==> src/rtl/tsp_tour_move_evaluator_defines.svh <==
// Assertion macros shared by the tour move evaluator RTL.
// Each macro expects signals named clk and rst_n in the module that uses it.
`ifndef TSP_TOUR_MOVE_EVALUATOR_DEFINES_SVH
`define TSP_TOUR_MOVE_EVALUATOR_DEFINES_SVH

// Same-cycle implication, disabled during reset.
`define TME_ASSERT_IMPL(label, ante, cons, msg) \
  label: assert property (@(posedge clk) disable iff (!rst_n) (ante) |-> (cons)) else $error(msg);

// Next-cycle implication, disabled during reset.
`define TME_ASSERT_NEXT(label, ante, cons, msg) \
  label: assert property (@(posedge clk) disable iff (!rst_n) (ante) |=> (cons)) else $error(msg);

`endif

==> src/rtl/tme_ram.sv <==
// Single-port-write, single-port-read synchronous memory with registered read data.
// Used for the distance matrix and the double-banked tour store; no package needed.
module tme_ram #(
  parameter int DEPTH = 256,
  parameter int AW    = 8,
  parameter int DW    = 8
) (
  input  logic          clk,
  input  logic          we,
  input  logic [AW-1:0] waddr,
  input  logic [DW-1:0] wdata,
  input  logic [AW-1:0] raddr,
  output logic [DW-1:0] rdata
);

  logic [DW-1:0] mem [DEPTH];
  logic [DW-1:0] rdata_r;

  always_ff @(posedge clk) begin
    if (we) begin
      mem[waddr] <= wdata;
    end
    rdata_r <= mem[raddr];
  end

  assign rdata = rdata_r;

endmodule

==> config.mk <==
export PLATFORM = sky130hd
export DESIGN_NAME = tme_ram
export DESIGN_NICKNAME = d
export VERILOG_FILES = /design/src/rtl/tsp_tour_move_evaluator_defines.svh /design/src/rtl/tme_ram.sv
export SDC_FILE = /design/constraint.sdc
export NUM_CORES = 2
export LEC_CHECK = 0
export BUFFER_PORTS_ARGS = -buffer_cell sky130_fd_sc_hd__buf_2
export CAP_MARGIN = 10
export CORE_ASPECT_RATIO = 0.5
export CORE_MARGIN = 10
export CORE_UTILIZATION = 55
export DETAILED_ROUTE_END_ITERATION = 8
export PLACE_DENSITY = 0.71
export SLEW_MARGIN = 20
export SYNTH_ARGS = -nofsm -noshare
export SYNTH_HDL_FRONTEND = slang
export SYNTH_SLANG_ARGS = --single-unit
==> constraint.sdc <==
create_clock -name clk -period 4.2 [get_ports clk]
set_clock_uncertainty 0.05 [all_clocks]
set_input_delay 0.63 -clock clk [delete_from_list [all_inputs] [get_ports clk]]
set_output_delay 0.63 -clock clk [all_outputs]
set_load 0.005 [all_outputs]
==> results.ini <==
[die]
die_x_um=557.9
chipHeight_um=288.9
ios=34
start_util=0.5550
rows=98
core_area_um2=143300
dieArea_um2=161200

[placement]
dp_hpwl_mm=118.1
placed_area_um2=82710
place_congestion=0.8650
place_ws_ns=0.01022
port_buffers=33
placed_cells=5636

[sta]
rsz0062_at_grt=no
finalSetupViolations=0
fin_ws_ns=0.6873
finalCriticalPeriod_ns=3.513
hold_ws_ns=0.3034
post-route-period-util=0.8364
tightestPinTransition_ns=1.071
fmax_mhz=284.7
slew-limit-headroom=0.2860
slew_viol_final=0
hold_violations=0

[route]
post_drt_via_cell_ratio=6.660
post_drt_wl_per_cell_um=32.24
routed_wl_mm=191.9
drcViolationCount=0
final_antenna_net_count=0
firstDrtPassIters=5
num_vias=39635
drtIter0Drc=5571

[worst_setup_path]
arrival_ns=4.11
r2r_start=mem[25][5]
slowest_stage=a221oi_1
cp-start-kind=input port
cp_common_cell=buf_12
cp.depth=9
crit_buf_inv=4
crit_path_max_incr_delay_ns=0.74
reg2reg_depth=7
startpoint=raddr[0]
crit_family=compound AO/OA/AOI/OAI gates
worstSetupEndpointType=flip-flop
cp_max_fo=39
cp.required_ns=4.80
crit_path_cell_trace=buf_8, buf_12, buf_12, mux4_2, a221oi_1, o221ai_1, a211oi_1, buf_4, nor4_1
crit_type=input port to flip-flop

[worst_hold_path]
worstHoldStart=wdata[4]
hold_class=input port to flip-flop
whs_path_depth=1

[synth]
ys.flop_type=edfxtp_1
syn_area_um2=79560
syn_inst=3733
synth_commonest_cells=2048 x edfxtp_1, 454 x mux4_2, 282 x nor2_1
ys_ff_latch=2056
synth-edff-count=2048
yosysTopAreaCell=edfxtp_1
synthTopCellsByArea=edfxtp_1 77%, mux4_2 13%, mux2i_1 1.7%
synth_nets=3759
yosysSeqAreaShare=0.7750
avgSynthCellArea_um2=21.31
post-synth-top-count-cell=edfxtp_1
ys_types=55
synth_top_cell_area_share=0.7730
synth_warnings=0
async_flop_share=0

[clock_network]
cts_sinks=2056
holdBufCountCts=0
cts_setup_buffers=0
h-tree-depth=4
clockBufferDepth=3
cts_root_buf=clkbuf_16
insertion_delay_ns=0.80
post_cts_resized=0
cts_tree=done
clkTransAtPathRegs_ns=0.07
cts_made_buffers=173

[global_route]
antenna_found_initial=13
grt_pass1_vias=39199
grt_start_max_net_pins=146
grt.total_usage=0.2374
overflow=0
grt_pass1_wl_mm=278.5

[final_layout]
regArea_um2=61660
syn2layout_area_growth_pct=10.69
fill_cells=9550
layout.nets=3937
drive_gt1_frac=0.2335
stdcell_count=5951
stdcell_area_um2=88060
multi_input_area_um2=16500

[pwr]
vdd_drop_max_v=0.0003743
power_density_nw_per_um2=456.5
p_leak_uw=0.02716
power_uw=40200

[run_status]
status=finished, final reports clean

[flow_run]
maxCapViolations=0

==> registers in the layout, indices dropped and copies added, names as in the netlist <==
| register | count |
|---|---|
| mem | 2048 |
| rdata | 8 |
==> path summary, 6_finish.rpt <==
kind | slack, ns | endpoint
hold / removal | 0.30 | mem[230][4]
setup / recovery | 0.69 | rdata[5]
setup reg to reg | 1.07 | rdata[5]
hold reg to reg | 1.03 | rdata[0]
==> metrics by stage <==
step	util	TNS [ns]
5_1_grt	0.6143	0
6_report	0.6143	0
4_1_cts	0.6142	0
3_5_place_dp	0.5770	0
2_1_floorplan	-	0
3_3_place_gp	0.5768	-0.2356
==> cells by family after synthesis <==
group	count (synthesis)	synth area share
AO/OA/AOI/OAI	385	0.03419
buffers and inverters	235	0.01831
flip-flops	2056	0.7750
multiplexers	591	0.1462
AND/OR/NAND/NOR	466	0.02628
==> cell type report <==
| cell class | instances | share of cell area |
|---|---|---|
| Tap cell | 1900 | 0.02700 |
| Timing Repair Buffer | 236 | 0.02464 |
| Clock inverter | 93 | 0.008355 |
| Inverter | 2 | 0.00008525 |
| Sequential cell | 2056 | 0.7002 |
| Multi-Input combinational cell | 1442 | 0.1874 |
| Antenna cell | 8 | 0.0002273 |
| Clock buffer | 214 | 0.05212 |
==> placed cells by master (no fill, tap or decap), drive strengths merged, types with 33 or more instances in the layout <==
master,netlist,layout
edfxtp,2048,2048
clkbuf,111,222
a22oi,133,133
nor2,282,282
mux2i,134,134
buf,122,228
clkinv,1,72
nand3,34,34
mux4,456,456
o221ai,47,47
a21oi,96,96
nand2,33,33
==> layer usage <==
layer	wire [um]	global-route usage	vias up
met1	75490	0.3417	20917
met5	36	0	-
li1	-	-	16052
met2	89230	0.3597	2293
met4	5913	0.07555	6
met3	21210	0.06292	367
==> where the power goes <==
part | switching [uW] | total [uW] | internal, uW
Clock | 7110 | 15500 | 8370
Sequential | 43.0 | 22700 | 22600
Combinational | 1340 | 2070 | 732
Total | 8490 | 40200 | 31700
Power figures use the tool's default switching activity.
